==> src/sv/hrsp_pkg.sv <==
package hrsp_pkg;

    localparam int ADDR_IN_W = 12;
    localparam int PAYLOAD_W = 64;

    localparam logic [2:0] REQ_TICK  = 3'd0;
    localparam logic [2:0] REQ_WRITE = 3'd1;
    localparam logic [2:0] REQ_PAUSE = 3'd2;
    localparam logic [2:0] REQ_STEP  = 3'd3;
    localparam logic [2:0] REQ_ZERO  = 3'd4;

    localparam logic [2:0] KIND_NOP      = 3'd0;
    localparam logic [2:0] KIND_DELAY    = 3'd1;
    localparam logic [2:0] KIND_KEYBOARD = 3'd2;
    localparam logic [2:0] KIND_MOUSE    = 3'd3;
    localparam logic [2:0] KIND_END      = 3'd4;

    localparam logic [3:0] LEN_KEYBOARD = 4'd9;
    localparam logic [3:0] LEN_MOUSE    = 4'd5;

    typedef struct packed {
        logic [2:0]           kind;
        logic [PAYLOAD_W-1:0] payload;
    } entry_t;

    typedef struct packed {
        logic take;
        logic clear_wr;
        logic red_step;
        logic mem_wr;
        logic exec;
    } ctl_cmd_t;

    typedef struct packed {
        logic clear_last;
        logic red_skip;
        logic red_last;
        logic exec_stall;
    } ctl_status_t;

    // number of conditional subtract steps that fold a 12 bit slot into the depth
    function automatic int red_steps(input int depth);
        int count;
        count = 0;
        for (int k = 0; k < 9; k++)
        begin
            if ((depth << k) <= 4095)
            begin
                count = count + 1;
            end
        end
        return count;
    endfunction

endpackage

==> src/sv/hrsp_controller.sv <==
module hrsp_controller (
    input  logic                clk,
    input  logic                rst_n,
    input  logic                in_valid,
    input  logic [2:0]          in_req_type,
    output logic                in_ready,
    output hrsp_pkg::ctl_cmd_t  cmd,
    input  hrsp_pkg::ctl_status_t status
);
    import hrsp_pkg::*;

    typedef enum logic [2:0] {
        S_CLEAR,
        S_IDLE,
        S_REDUCE,
        S_WRITE,
        S_EXEC
    } state_t;

    state_t state_reg;
    state_t state_next;

    always_comb
    begin
        state_next = state_reg;
        cmd        = '0;
        in_ready   = 1'b0;
        case (state_reg)
            S_CLEAR:
            begin
                cmd.clear_wr = 1'b1;
                if (status.clear_last)
                begin
                    state_next = S_IDLE;
                end
            end
            S_IDLE:
            begin
                in_ready = 1'b1;
                if (in_valid)
                begin
                    cmd.take = 1'b1;
                    if (in_req_type == REQ_TICK)
                    begin
                        state_next = S_EXEC;
                    end
                    else if (in_req_type == REQ_WRITE)
                    begin
                        state_next = status.red_skip ? S_WRITE : S_REDUCE;
                    end
                end
            end
            S_REDUCE:
            begin
                cmd.red_step = 1'b1;
                if (status.red_last)
                begin
                    state_next = S_WRITE;
                end
            end
            S_WRITE:
            begin
                cmd.mem_wr = 1'b1;
                state_next = S_IDLE;
            end
            S_EXEC:
            begin
                cmd.exec = 1'b1;
                if (!status.exec_stall)
                begin
                    state_next = S_IDLE;
                end
            end
            default:
            begin
                state_next = S_IDLE;
            end
        endcase
    end

    always_ff @(posedge clk or negedge rst_n)
    begin
        if (!rst_n)
        begin
            state_reg <= S_CLEAR;
        end
        else
        begin
            state_reg <= state_next;
        end
    end

endmodule

==> config.mk <==
export PLATFORM = sky130hd
export DESIGN_NAME = hrsp_controller
export DESIGN_NICKNAME = d
export VERILOG_FILES = /design/src/sv/hrsp_pkg.sv /design/src/sv/hrsp_controller.sv
export SDC_FILE = /design/constraint.sdc
export NUM_CORES = 1
export LEC_CHECK = 0
export ABC_AREA = 1
export BUFFER_PORTS_ARGS = -buffer_cell sky130_fd_sc_hd__buf_2
export CAP_MARGIN = 0
export CELL_PAD_IN_SITES_DETAIL_PLACEMENT = 0
export CELL_PAD_IN_SITES_GLOBAL_PLACEMENT = 2
export CORE_MARGIN = 2
export CORE_UTILIZATION = 17
export CTS_CLUSTER_DIAMETER = 120
export DETAILED_ROUTE_END_ITERATION = 8
export PLACE_DENSITY_LB_ADDON = 0.1
export SLEW_MARGIN = 20
export SYNTH_ARGS = -nofsm -noshare
export SYNTH_HDL_FRONTEND = slang
export SYNTH_SLANG_ARGS = --single-unit
==> constraint.sdc <==
create_clock -name clk -period 2.09 [get_ports clk]
set_clock_uncertainty 0.1 [all_clocks]
set_input_delay 0.418 -clock clk [delete_from_list [all_inputs] [get_ports clk]]
set_output_delay 0.418 -clock clk [all_outputs]
set_load 0.1 [all_outputs]
==> flow_metrics.py <==
metrics = {
    "status": {
        "status": "finished, final reports clean",
    },
    "finish": {
        "final_common_cell": "buf_2",
        "nets": 70,
        "ff_latch_area_um2": 75.07,
        "drive_gt1_share_pct": 45.76,
        "final_cell_mix": "buf_2 (14), nand2_1 (11), inv_1 (6)",
        "largest_reg_flops": 3,
        "area_growth_pct": 63.10,
        "antennaDiodeCount": 0,
        "multi_input_area_um2": 143.9,
        "fillCellCount": 167,
    },
    "worst_hold_path": {
        "hp-class": "input port to register",
    },
    "critical_path": {
        "cp_max_fo": 4,
        "start_kind": "register",
        "cp_num_cells": 4,
        "reg2reg_depth": 8,
        "slowest_stage": "buf_2",
        "regToRegEndpoint": "state_reg[1]",
        "critPathArrivalTime_ns": 1.41,
        "cp-startpoint": "state_reg[2]",
        "cp.buffers_inverters": 2,
        "crit_family": "buffers and inverters",
        "crit_path_end": "in_ready",
        "worst_setup_path_end_kind": "primary output",
        "crit_path_cell_trace": "inv_2 > nand2_2 > nor2_2 > buf_2",
        "r2r_slack_ns": 0.81,
        "r2r-start": "state_reg[2]",
        "critPathKind": "register to primary output",
        "max_stage_delay_ns": 0.45,
        "worstPathRequired_ns": 1.57,
    },
    "grt": {
        "grt_antenna_before_repair": 0,
        "grt_usage_pct": 10.46,
        "grt_first_pass_wirelength_mm": 1.069,
        "grt_max_degree": 7,
        "grt_overflow": 0,
        "grt_pass1_vias": 255,
    },
    "clock_tree": {
        "tritoncts": "built",
        "post_cts_buffers": 0,
        "numCtsBuffers": 3,
        "clock-sinks": 3,
        "clk_path_buf_depth": 2,
        "root_buffer": "clkbuf_4",
        "clk_pin_slew_worst_paths_ns": 0.04,
        "insertion_delay_ns": 0.23,
        "htreeDepth": 1,
    },
    "sta": {
        "slew_violations": 0,
        "finalSetupViolations": 0,
        "min_period_ns": 1.933,
        "max_freq_mhz": 517.5,
        "maxSlewHeadroom_pct": 67.55,
        "rsz0062_at_grt": "false",
        "final.period_utilization_pct": 92.47,
        "hold_violations": 0,
        "worst_pin_slew_ns": 0.4900,
        "whs_ns": 0.3601,
    },
    "job": {
        "maxCapViolCount": 0,
    },
    "place": {
        "gp_congestion": 0.6421,
        "port_buffers": 15,
        "place_hpwl_um": 591.6,
    },
    "routing": {
        "ant_nets": 0,
        "first_pass_iters": 3,
        "viasPerCell": 4.081,
        "routed_wl_um": 702,
        "drc_errors": 0,
        "drtIter0Drc": 3,
        "via_count": 302,
        "wl_per_cell_um": 9.486,
    },
    "floorplanning": {
        "rows": 13,
        "coreArea_um2": 1301,
        "start_util_pct": 17.98,
        "die_area_um2": 1689,
        "fp.dieW_um": 41.10,
        "die_h_um": 41.10,
        "io_pins": 16,
    },
    "synth": {
        "avgSynthCellArea_um2": 5.999,
        "synth_sequential_area_ratio_pct": 32.09,
        "synth_seq_cells": 3,
        "yosysWarnings": 0,
        "synth_area_um2": 234.0,
        "synth_cell_types": 12,
        "syn_nets": 49,
        "netlist_instances": 39,
    },
}
[area by class of cell]
type	instances	area share, %
inverter	8	7.869
sequential	3	19.67
tap	15	4.918
timing repair buffer	16	22.95
clock buffer	4	6.885
multi-input combinational	28	37.70
[synth_stat cells]
master,n,area share (%)
nor2_1,5,8.0
nand2_1,11,18
nand3_1,1,2.1
nor2_2,2,5.3
nand3b_1,1,3.2
nor3_1,3,6.4
nand2_2,1,2.7
inv_1,6,9.6
inv_2,2,3.2
nand4_1,2,5.3
dfrtp_1,3,32
o21ai_0,2,4.3
[worst min path at each step]
stage                    from      endpoint  slack, ns  cells after the start
2_1_floorplan           rst_n  state_reg[0]       0.02                      0
3_3_place_gp            rst_n  state_reg[2]       0.11                      1
6_report       in_req_type[0]  state_reg[2]       0.36                      4
4_1_cts        in_req_type[0]  state_reg[2]       0.36                      4
3_5_place_dp            rst_n  state_reg[1]       0.12                      1
5_1_grt        in_req_type[0]  state_reg[2]       0.37                      4
[through the flow]
step	instances	setup slack (ns)	cell area [um2]	setup TNS [ns]	utilization [%]
final	74	0.1575	381.6	0	29.33
after floorplan	39	-0.09698	249.0	-0.1730	-
after global placement	69	0.3693	342.8	0	26.35
after global routing	74	0.05323	381.6	0	29.33
after CTS	74	0.08897	379.1	0	29.13
after detailed placement	69	0.3438	342.8	0	26.35
[cells by family (layout without fill, tap and decap cells)]
kind of cell	Yosys count	count (layout)	share of synthesized area [%]
AND/OR/NAND/NOR	26	26	50.80
buffers and inverters	8	28	12.83
flip-flops	3	3	32.08
AO/OA/AOI/OAI	2	2	4.278
[worst reg2reg max path: stages (launching register included)]
cell	delay [ns]
dfrtp_1	0.41
inv_2	0.11
nand2_2	0.07
nor2_2	0.14
nand2_1	0.10
nand2_1	0.08
nor2_2	0.05
nand2_1	0.06
nand2_1	0.05
[timing repair]
action / 4_1_cts / 5_1_grt
endpoints found under the hold margin: 3 / 0
gates resized for setup: 0 / 1
endpoints found under the setup margin: 0 / 1
hold buffers: 1 / 0
[layer usage]
| layer | part of all wire, % | global-route usage (%) | up-vias |
|---|---|---|---|
| met2 | 47 | 14.06 | 9 |
| met3 | 5.7 | 4.891 | 0 |
| li1 | - | - | 162 |
| met5 | 0 | 0 | - |
| met4 | 0 | 7.258 | 0 |
| met1 | 47 | 12.86 | 131 |
Power is not shown: default switching activity piles up to over one toggle a cycle in this logic, so the estimate is an artifact.
